`src/design/sha256_stream_hasher_unit_macros.svh`:
```
// Assertion macros for the SHA-256 stream hasher unit.
`ifndef SHA256_STREAM_HASHER_UNIT_MACROS_SVH
`define SHA256_STREAM_HASHER_UNIT_MACROS_SVH
`ifndef SYNTHESIS
`define SHS_ASSERT_IMP(lbl, clk, rst_n, ante, cons) \
    lbl: assert property (@(posedge clk) disable iff (!rst_n) (ante) |-> (cons)) \
        else $error("shs: same-cycle check failed");
`define SHS_ASSERT_NEXT(lbl, clk, rst_n, ante, cons) \
    lbl: assert property (@(posedge clk) disable iff (!rst_n) (ante) |=> (cons)) \
        else $error("shs: next-cycle check failed");
`else
`define SHS_ASSERT_IMP(lbl, clk, rst_n, ante, cons)
`define SHS_ASSERT_NEXT(lbl, clk, rst_n, ante, cons)
`endif
`endif

```
`src/design/shs_pkg.sv`:
```
// Package with SHA-256 constants, types and round functions.
`default_nettype none
package shs_pkg;

    typedef logic [31:0] t_word;

    localparam int BLOCK_WORDS = 16;
    localparam int CHAIN_WORDS = 8;
    localparam int ROUNDS      = 64;

    localparam logic [7:0] PAD_BYTE    = 8'h80;
    localparam logic [5:0] LEN_OFFSET  = 6'd56;
    localparam logic [5:0] LAST_FILL   = 6'd63;
    localparam logic [3:0] LEN_HI_WORD = 4'd14;
    localparam logic [3:0] LEN_LO_WORD = 4'd15;
    localparam logic [5:0] LAST_ROUND  = 6'd63;

    localparam t_word ROUND_K [ROUNDS] = '{
        32'h428a2f98, 32'h71374491, 32'hb5c0fbcf, 32'he9b5dba5,
        32'h3956c25b, 32'h59f111f1, 32'h923f82a4, 32'hab1c5ed5,
        32'hd807aa98, 32'h12835b01, 32'h243185be, 32'h550c7dc3,
        32'h72be5d74, 32'h80deb1fe, 32'h9bdc06a7, 32'hc19bf174,
        32'he49b69c1, 32'hefbe4786, 32'h0fc19dc6, 32'h240ca1cc,
        32'h2de92c6f, 32'h4a7484aa, 32'h5cb0a9dc, 32'h76f988da,
        32'h983e5152, 32'ha831c66d, 32'hb00327c8, 32'hbf597fc7,
        32'hc6e00bf3, 32'hd5a79147, 32'h06ca6351, 32'h14292967,
        32'h27b70a85, 32'h2e1b2138, 32'h4d2c6dfc, 32'h53380d13,
        32'h650a7354, 32'h766a0abb, 32'h81c2c92e, 32'h92722c85,
        32'ha2bfe8a1, 32'ha81a664b, 32'hc24b8b70, 32'hc76c51a3,
        32'hd192e819, 32'hd6990624, 32'hf40e3585, 32'h106aa070,
        32'h19a4c116, 32'h1e376c08, 32'h2748774c, 32'h34b0bcb5,
        32'h391c0cb3, 32'h4ed8aa4a, 32'h5b9cca4f, 32'h682e6ff3,
        32'h748f82ee, 32'h78a5636f, 32'h84c87814, 32'h8cc70208,
        32'h90befffa, 32'ha4506ceb, 32'hbef9a3f7, 32'hc67178f2
    };

    localparam t_word INIT_H [CHAIN_WORDS] = '{
        32'h6a09e667, 32'hbb67ae85, 32'h3c6ef372, 32'ha54ff53a,
        32'h510e527f, 32'h9b05688c, 32'h1f83d9ab, 32'h5be0cd19
    };

    function automatic t_word big_sig0(t_word x);
        return {x[1:0], x[31:2]} ^ {x[12:0], x[31:13]} ^ {x[21:0], x[31:22]};
    endfunction

    function automatic t_word big_sig1(t_word x);
        return {x[5:0], x[31:6]} ^ {x[10:0], x[31:11]} ^ {x[24:0], x[31:25]};
    endfunction

    function automatic t_word sml_sig0(t_word x);
        return {x[6:0], x[31:7]} ^ {x[17:0], x[31:18]} ^ {3'b000, x[31:3]};
    endfunction

    function automatic t_word sml_sig1(t_word x);
        return {x[16:0], x[31:17]} ^ {x[18:0], x[31:19]} ^ {10'b0, x[31:10]};
    endfunction

endpackage
`default_nettype wire

```
`src/design/shs_ram.sv`:
```
// Generic single-write, single-read RAM with registered read data.
`default_nettype none
module shs_ram #(
    parameter int WIDTH = 32,
    parameter int DEPTH = 16
) (
    input  wire logic                     i_clk,
    input  wire logic                     i_we,
    input  wire logic [$clog2(DEPTH)-1:0] i_waddr,
    input  wire logic [WIDTH-1:0]         i_wdata,
    input  wire logic [$clog2(DEPTH)-1:0] i_raddr,
    output logic      [WIDTH-1:0]         o_rdata
);

    logic [WIDTH-1:0] r_mem [DEPTH];
    logic [WIDTH-1:0] r_rdata;

    always_ff @(posedge i_clk) begin
        if (i_we) begin
            r_mem[i_waddr] <= i_wdata;
        end
        r_rdata <= r_mem[i_raddr];
    end

    assign o_rdata = r_rdata;

endmodule
`default_nettype wire

```
`src/design/sha256_stream_hasher_unit.sv`:
```
// Streaming SHA-256 hasher: one byte per append item, digest as eight words.
// Append: bytes are taken while o_ready is high; a completed 64-byte block then holds input
//   through the chain reads, 64 rounds and write-back on the chain RAM's single ports.
// Finish: one padding block, or two when the length spills into a second block, then each
//   digest word is read, loaded and held until taken; appends go on while it drains.
// Reset: control clears; the chain RAM reads as the initial hash through a flag,
//   the message buffer is not cleared, and no clearing pass runs.
`default_nettype none
`include "sha256_stream_hasher_unit_macros.svh"
module sha256_stream_hasher_unit (
    input  wire logic                i_clk,
    input  wire logic                i_rst_n,
    input  wire logic                i_valid,
    output logic                     o_ready,
    input  wire logic                i_req_type,
    input  wire logic [7:0]          i_data_byte,
    output logic                     o_valid,
    input  wire logic                i_ready,
    output shs_pkg::t_word           o_digest_word,
    output logic [2:0]               o_word_index,
    output logic                     o_last_word
);
    import shs_pkg::*;

    typedef enum logic [2:0] {
        S_IDLE, S_LOAD, S_ROUND, S_WB, S_OUT_RD, S_OUT_LD, S_OUT_WAIT
    } t_state;

    typedef enum logic [1:0] {
        BLK_DATA, BLK_PAD, BLK_PAD_LEN, BLK_LEN
    } t_blk;

    t_state      r_state;
    t_blk        r_kind;
    logic [3:0]  r_cnt;
    logic [5:0]  r_t;
    t_word       r_a [CHAIN_WORDS];
    t_word       r_w [BLOCK_WORDS];
    t_word       r_word;
    logic [5:0]  r_fill;
    logic [60:0] r_bytes;
    logic        r_init;
    logic [2:0]  r_rd_idx;
    logic [2:0]  r_oidx;
    logic        r_o_valid;
    t_word       r_o_word;
    logic [2:0]  r_o_index;
    logic        r_o_last;

    logic        out_phase;
    logic        in_acc;
    logic        app;
    t_word       word_new;
    t_word       partial;
    logic [63:0] bit_len;
    logic [3:0]  fw;
    logic [3:0]  wj;
    t_word       msg_rd;
    t_word       w_msg;
    t_word       w_t;
    t_word       t1;
    t_word       t2;
    t_word       ch_rd;
    t_word       ch_val;
    logic [2:0]  ch_raddr;
    logic        ch_we;
    t_word       ch_wdata;
    logic [3:0]  msg_raddr;
    logic        msg_we;

    assign out_phase = (r_state == S_OUT_RD) || (r_state == S_OUT_LD) ||
                       (r_state == S_OUT_WAIT);
    assign o_ready   = (r_state == S_IDLE) ||
                       (out_phase && !i_req_type && (r_fill != LAST_FILL));
    assign in_acc    = i_valid && o_ready;
    assign app       = in_acc && !i_req_type;

    // place the byte into its big-endian lane
    always_comb begin
        case (r_fill[1:0])
            2'd0:    word_new = {i_data_byte, r_word[23:0]};
            2'd1:    word_new = {r_word[31:24], i_data_byte, r_word[15:0]};
            2'd2:    word_new = {r_word[31:16], i_data_byte, r_word[7:0]};
            default: word_new = {r_word[31:8], i_data_byte};
        endcase
    end

    // partial word with the pad byte and zero fill behind the held bytes
    always_comb begin
        case (r_fill[1:0])
            2'd0:    partial = {PAD_BYTE, 24'h0};
            2'd1:    partial = {r_word[31:24], PAD_BYTE, 16'h0};
            2'd2:    partial = {r_word[31:16], PAD_BYTE, 8'h0};
            default: partial = {r_word[31:8], PAD_BYTE};
        endcase
    end

    assign msg_we    = app && (r_fill[1:0] == 2'd3);
    assign msg_raddr = (r_state == S_ROUND) ? (r_t[3:0] + 4'd1) : 4'd0;

    shs_ram #(
        .WIDTH (32),
        .DEPTH (BLOCK_WORDS)
    ) u_msg_ram (
        .i_clk   (i_clk),
        .i_we    (msg_we),
        .i_waddr (r_fill[5:2]),
        .i_wdata (word_new),
        .i_raddr (msg_raddr),
        .o_rdata (msg_rd)
    );

    assign bit_len = {r_bytes, 3'b000};
    assign fw      = r_fill[5:2];
    assign wj      = r_t[3:0];

    // message word for the first sixteen rounds, padding generated on the fly
    always_comb begin
        w_msg = '0;
        case (r_kind)
            BLK_DATA: w_msg = msg_rd;
            BLK_PAD, BLK_PAD_LEN: begin
                if (wj < fw) begin
                    w_msg = msg_rd;
                end else if (wj == fw) begin
                    w_msg = partial;
                end else if (r_kind == BLK_PAD_LEN && wj == LEN_HI_WORD) begin
                    w_msg = bit_len[63:32];
                end else if (r_kind == BLK_PAD_LEN && wj == LEN_LO_WORD) begin
                    w_msg = bit_len[31:0];
                end
            end
            default: begin
                if (wj == LEN_HI_WORD) begin
                    w_msg = bit_len[63:32];
                end else if (wj == LEN_LO_WORD) begin
                    w_msg = bit_len[31:0];
                end
            end
        endcase
    end

    always_comb begin
        if (r_t[5:4] == 2'b00) begin
            w_t = w_msg;
        end else begin
            w_t = r_w[0] + sml_sig0(r_w[1]) + r_w[9] + sml_sig1(r_w[14]);
        end
        t1 = r_a[7] + big_sig1(r_a[4]) + ((r_a[4] & r_a[5]) ^ (~r_a[4] & r_a[6]))
             + ROUND_K[r_t] + w_t;
        t2 = big_sig0(r_a[0]) + ((r_a[0] & r_a[1]) ^ (r_a[0] & r_a[2]) ^ (r_a[1] & r_a[2]));
    end

    always_comb begin
        case (r_state)
            S_LOAD, S_WB: ch_raddr = r_cnt[2:0];
            S_OUT_RD:     ch_raddr = r_oidx;
            default:      ch_raddr = 3'd0;
        endcase
    end

    assign ch_val   = r_init ? INIT_H[r_rd_idx] : ch_rd;
    assign ch_we    = (r_state == S_WB) && (r_cnt != 4'd0);
    assign ch_wdata = ch_val + r_a[0];

    shs_ram #(
        .WIDTH (32),
        .DEPTH (CHAIN_WORDS)
    ) u_chain_ram (
        .i_clk   (i_clk),
        .i_we    (ch_we),
        .i_waddr (r_rd_idx),
        .i_wdata (ch_wdata),
        .i_raddr (ch_raddr),
        .o_rdata (ch_rd)
    );

    always_ff @(posedge i_clk) begin
        if (!i_rst_n) begin
            r_state   <= S_IDLE;
            r_kind    <= BLK_DATA;
            r_cnt     <= '0;
            r_t       <= '0;
            r_fill    <= '0;
            r_bytes   <= '0;
            r_init    <= 1'b1;
            r_oidx    <= '0;
            r_o_valid <= 1'b0;
        end else begin
            r_rd_idx <= ch_raddr;
            if (app) begin
                r_word  <= word_new;
                r_fill  <= r_fill + 6'd1;
                r_bytes <= r_bytes + 61'd1;
            end
            unique case (r_state)
                S_IDLE: begin
                    if (app && r_fill == LAST_FILL) begin
                        r_kind  <= BLK_DATA;
                        r_cnt   <= '0;
                        r_state <= S_LOAD;
                    end else if (in_acc && i_req_type) begin
                        r_kind  <= (r_fill >= LEN_OFFSET) ? BLK_PAD : BLK_PAD_LEN;
                        r_cnt   <= '0;
                        r_state <= S_LOAD;
                    end
                end
                S_LOAD: begin
                    if (r_cnt != 4'd0) begin
                        for (int i = 0; i < CHAIN_WORDS - 1; i++) begin
                            r_a[i] <= r_a[i+1];
                        end
                        r_a[CHAIN_WORDS-1] <= ch_val;
                    end
                    if (r_cnt == 4'(CHAIN_WORDS)) begin
                        r_t     <= '0;
                        r_state <= S_ROUND;
                    end else begin
                        r_cnt <= r_cnt + 4'd1;
                    end
                end
                S_ROUND: begin
                    r_a[7] <= r_a[6];
                    r_a[6] <= r_a[5];
                    r_a[5] <= r_a[4];
                    r_a[4] <= r_a[3] + t1;
                    r_a[3] <= r_a[2];
                    r_a[2] <= r_a[1];
                    r_a[1] <= r_a[0];
                    r_a[0] <= t1 + t2;
                    for (int i = 0; i < BLOCK_WORDS - 1; i++) begin
                        r_w[i] <= r_w[i+1];
                    end
                    r_w[BLOCK_WORDS-1] <= w_t;
                    if (r_t == LAST_ROUND) begin
                        r_cnt   <= '0;
                        r_state <= S_WB;
                    end else begin
                        r_t <= r_t + 6'd1;
                    end
                end
                S_WB: begin
                    if (r_cnt != 4'd0) begin
                        for (int i = 0; i < CHAIN_WORDS - 1; i++) begin
                            r_a[i] <= r_a[i+1];
                        end
                    end
                    if (r_cnt == 4'(CHAIN_WORDS)) begin
                        r_init <= 1'b0;
                        case (r_kind)
                            BLK_DATA: r_state <= S_IDLE;
                            BLK_PAD: begin
                                r_kind  <= BLK_LEN;
                                r_cnt   <= '0;
                                r_state <= S_LOAD;
                            end
                            default: begin
                                // message done: start the next one while the digest drains
                                r_fill  <= '0;
                                r_bytes <= '0;
                                r_oidx  <= '0;
                                r_state <= S_OUT_RD;
                            end
                        endcase
                    end else begin
                        r_cnt <= r_cnt + 4'd1;
                    end
                end
                S_OUT_RD: begin
                    r_state <= S_OUT_LD;
                end
                S_OUT_LD: begin
                    r_o_word  <= ch_val;
                    r_o_index <= r_oidx;
                    r_o_last  <= (r_oidx == 3'(CHAIN_WORDS - 1));
                    r_o_valid <= 1'b1;
                    r_state   <= S_OUT_WAIT;
                end
                S_OUT_WAIT: begin
                    if (i_ready) begin
                        r_o_valid <= 1'b0;
                        if (r_o_last) begin
                            r_init  <= 1'b1;
                            r_state <= S_IDLE;
                        end else begin
                            r_oidx  <= r_oidx + 3'd1;
                            r_state <= S_OUT_RD;
                        end
                    end
                end
                default: r_state <= S_IDLE;
            endcase
        end
    end

    assign o_valid       = r_o_valid;
    assign o_digest_word = r_o_word;
    assign o_word_index  = r_o_index;
    assign o_last_word   = r_o_last;

    `SHS_ASSERT_IMP(a_last_index, i_clk, i_rst_n, o_valid && o_last_word, o_word_index == 3'd7)
    `SHS_ASSERT_IMP(a_busy_stall, i_clk, i_rst_n, (r_state == S_LOAD) || (r_state == S_ROUND) || (r_state == S_WB), !o_ready)
    `SHS_ASSERT_NEXT(a_block_start, i_clk, i_rst_n, (r_state == S_IDLE) && in_acc && (i_req_type || (r_fill == LAST_FILL)), (r_state == S_LOAD) && (r_cnt == 4'd0))
    `SHS_ASSERT_IMP(a_digest_real, i_clk, i_rst_n, o_valid, !r_init)

endmodule
`default_nettype wire
```
`config.mk`:
```
export PLATFORM = sky130hd
export DESIGN_NAME = sha256_stream_hasher_unit
export DESIGN_NICKNAME = d
export VERILOG_FILES = /design/src/design/shs_pkg.sv /design/src/design/shs_ram.sv /design/src/design/sha256_stream_hasher_unit.sv
export VERILOG_INCLUDE_DIRS = /design/src /design/src/design
export SDC_FILE = /design/constraint.sdc
export NUM_CORES = 2
export LEC_CHECK = 0
export ABC_CLOCK_PERIOD_IN_PS = 22600
export BUFFER_PORTS_ARGS = -buffer_cell sky130_fd_sc_hd__buf_2
export CORE_MARGIN = 4
export CORE_UTILIZATION = 30
export DETAILED_ROUTE_END_ITERATION = 6
export GPL_TIMING_DRIVEN = 0
export PLACE_DENSITY_LB_ADDON = 0.05
export SLEW_MARGIN = 25
export SYNTH_ARGS = -nofsm -noshare
export SYNTH_HDL_FRONTEND = slang
export SYNTH_SLANG_ARGS = --single-unit
```
`constraint.sdc`:
```
create_clock -name i_clk -period 22.6 [get_ports i_clk]
set_input_delay 2.26 -clock i_clk [delete_from_list [all_inputs] [get_ports i_clk]]
set_output_delay 2.26 -clock i_clk [all_outputs]
set_load 0.05 [all_outputs]
```
==> impl_metrics.yaml <==
clock_network:
  cts_resized: 0
  htreeDepth: 4
  clk_latency_ns: 0.89
  clk_pin_slew_ns: 0.06
  cts.sinks: 1758
  cts_buffers: 211
  clk_path_buf_depth: 4
  ctsRootBufferMaster: "clkbuf_16"
  post_cts_buffers: 0
  cts_tree: "built"
  cts-hold-fix-buffers: 0
yosys:
  synth_area_leaders: "edfxtp_1 (57%), nand2_1 (4.8%), fa_1 (4.5%)"
  ys.flop_type: "edfxtp_1"
  synth-edff-count: 1607
  ys_ff_latch: 1758
  yosysUniqueCellTypes: 86
  synth.avg_cell_area_um2: 12.1
  synthesis.nets: 7361
  yosysTopAreaCell: "edfxtp_1"
  syn_area_mm2: 0.0843
  yosysWarningCount: 0
  synthArstFlopShare: 0
  ys_seq_area_frac: 0.608
  netlist_instances: 6955
  netlist.area_leader.share: 0.572
timing:
  finalMaxSlewViolations: 0
  skew_ns: 0.0863
  tightest_slew_ns: 1.11
  period_needed_ns: 14.38
  hold_violations: 0
  setup-violations-final: 0
  rsz0062_at_grt: "no"
  setup_tns_ns: 0
  hold-worst-slack_ns: 0.337
  max_freq_mhz: 69.6
  post-route-period-util: 0.636
  max-slew-margin-rel: 0.259
route:
  wl_met3_um: 17300
  wl_um: 319000
  viasPerCell: 5.09
  wl_per_cell_um: 28.4
  top_layer: "met4"
  wl_met1_um: 160000
  drt_iter0_drc: 5943
  wl_met2_um: 136000
  drc: 2
  antenna_left: 0
  drtPass1Iterations: 7
  route.vias.total: 57100
floorplan:
  coreArea_mm2: 0.280
  initial_utilization: 0.302
  die_area_mm2: 0.290
  die_h_um: 538
  fp-row-count: 194
  io_pins: 51
  die_w_um: 538
critical_path:
  worstPathMaxFanout: 10
  cp-start-kind: "flop"
  crit_arrival_ns: 14.93
  required_ns: 23.16
  r2r_cells: 48
  worst_path_max_delay_cell: "clkbuf_1"
  cpPeakStageDelay_ns: 0.77
  criticalPathCategory: "flop to flop"
  critPathCaptureType: "flop"
global_route:
  grt_pass1_wl_um: 443000
  grt_max_degree: 53
  grt.overflow.total: 0
  antenna_found_initial: 24
  grt_usage: 0.214
  first_global_vias: 55400
final_layout:
  layout_commonest_cell: "edfxtp_1"
  mostFrequentLayoutCells: "edfxtp_1 (1,607), nand2_1 (1,084), inv_1 (443)"
  nets: 7717
  drive_above_1_share: 0.0979
  fin_area_mm2: 0.0981
  syn2layout_area_growth_pct: 16.3
  fill_cells: 27800
place:
  dpl.hpwl_um: 243000
  gp_congestion: 0.889
  post_dp_cell_area_mm2: 0.0913
  numPortBuffers: 50
run_status:
  status: "finished with violations"
  violations: "design-rule violations"
min_path:
  hold_class: "flop to flop"
  hold_depth: 0
run:
  drv_cap: 0
pwr:
  power_per_cell_area_mw_per_mm2: 86.2
  leakage_nw: 35.2
  ir_drop_uv: 62.1
==> per-stage QoR <==
stage          instances  utilization  setup WS, ns  power (mW)
2_1_floorplan       6955            -          4.67        4.67
3_3_place_gp       10700        0.319         -4.00        5.14
3_5_place_dp       10800        0.326          8.10        5.15
4_1_cts            11200        0.351          8.01        8.57
5_1_grt            11200        0.351          7.60        8.85
6_report           11200        0.351          8.22        8.46
==> area by class of cell <==
type                    count  area [um^2]  area share
multi-input cells        4364        30300       0.309
diodes                      6         15.0    0.000153
inverters                 449         1690      0.0172
repair buffers            143         1910      0.0195
plain buffers             384         1490      0.0152
well taps                3724         4660      0.0475
clock inverters           107         1080      0.0110
flip-flops and latches   1758        51300       0.523
clock buffers             284         5700      0.0581
==> cells in the mapped netlist, types with 167 or more instances <==
cell      number
ha_1         204
nand3_1      265
clkbuf_1     329
mux2_2       179
o21ai_0      380
a21oi_1      392
edfxtp_1    1607
nand2_1     1084
fa_1         189
xor2_1       167
inv_1        444
nor2_1       271
xnor2_1      281
==> kinds of logic after synthesis <==
| kind of cell | count (synthesis) | synth area share |
|---|---|---|
| DFF | 1758 | 0.608 |
| AOI/OAI and AO/OA | 1341 | 0.0988 |
| adders and majority gates | 397 | 0.0756 |
| xor gates and xnor gates | 450 | 0.0471 |
| buffers and inverters | 833 | 0.0372 |
| and+or+nand+nor | 1908 | 0.0977 |
| muxes | 268 | 0.0356 |
==> per-layer routing <==
metal  vias to the layer above  track usage
li1                      25600            -
met1                     29400        0.336
met2                      1778        0.315
met3                       337       0.0251
met4                         0       0.0411
met5                         -            0
==> report_power, final <==
part,switching (mW),internal [mW],leakage [nW],total (mW)
Sequential,0.00982,3.57,15.7,3.58
Combinational,0.953,0.550,16.2,1.50
Clock,1.41,1.96,3.28,3.37
==> worst max-delay path, delay by kind of cell, from the launching register on <==
family          cells  cell delay, ns
flops               1            0.38
xor+xnor            2            0.69
simple gates       12            2.14
buf+inv            11            3.92
compound gates     15            3.91
fa+ha+maj           8            3.01
==> state kept, by name (all words and copies together) (netlist names) <==
signal	count
r_w	512
u_msg_ram.r_mem	512
r_a	256
u_chain_ram.r_mem	256
r_bytes	61
o_digest_word	32
r_word	32
u_chain_ram.o_rdata	32
u_msg_ram.o_rdata	32
r_fill	6
r_t	6
r_cnt	4
o_word_index	3
r_oidx	3
r_rd_idx	3
r_state	3
r_kind	2
o_last_word	1
o_valid	1
r_init	1
==> path summary, 6_finish.rpt <==
kind | start | endpoint | slack, ns
setup / recovery | r_t[0] | r_a[0][31] | 8.22
setup reg to reg | r_t[0] | r_a[0][31] | 8.22
hold reg to reg | r_w[1][240] | r_w[1][208] | 0.34
hold / removal | r_w[1][240] | r_w[1][208] | 0.34
No activity file was read; power rests on OpenSTA's default activity.
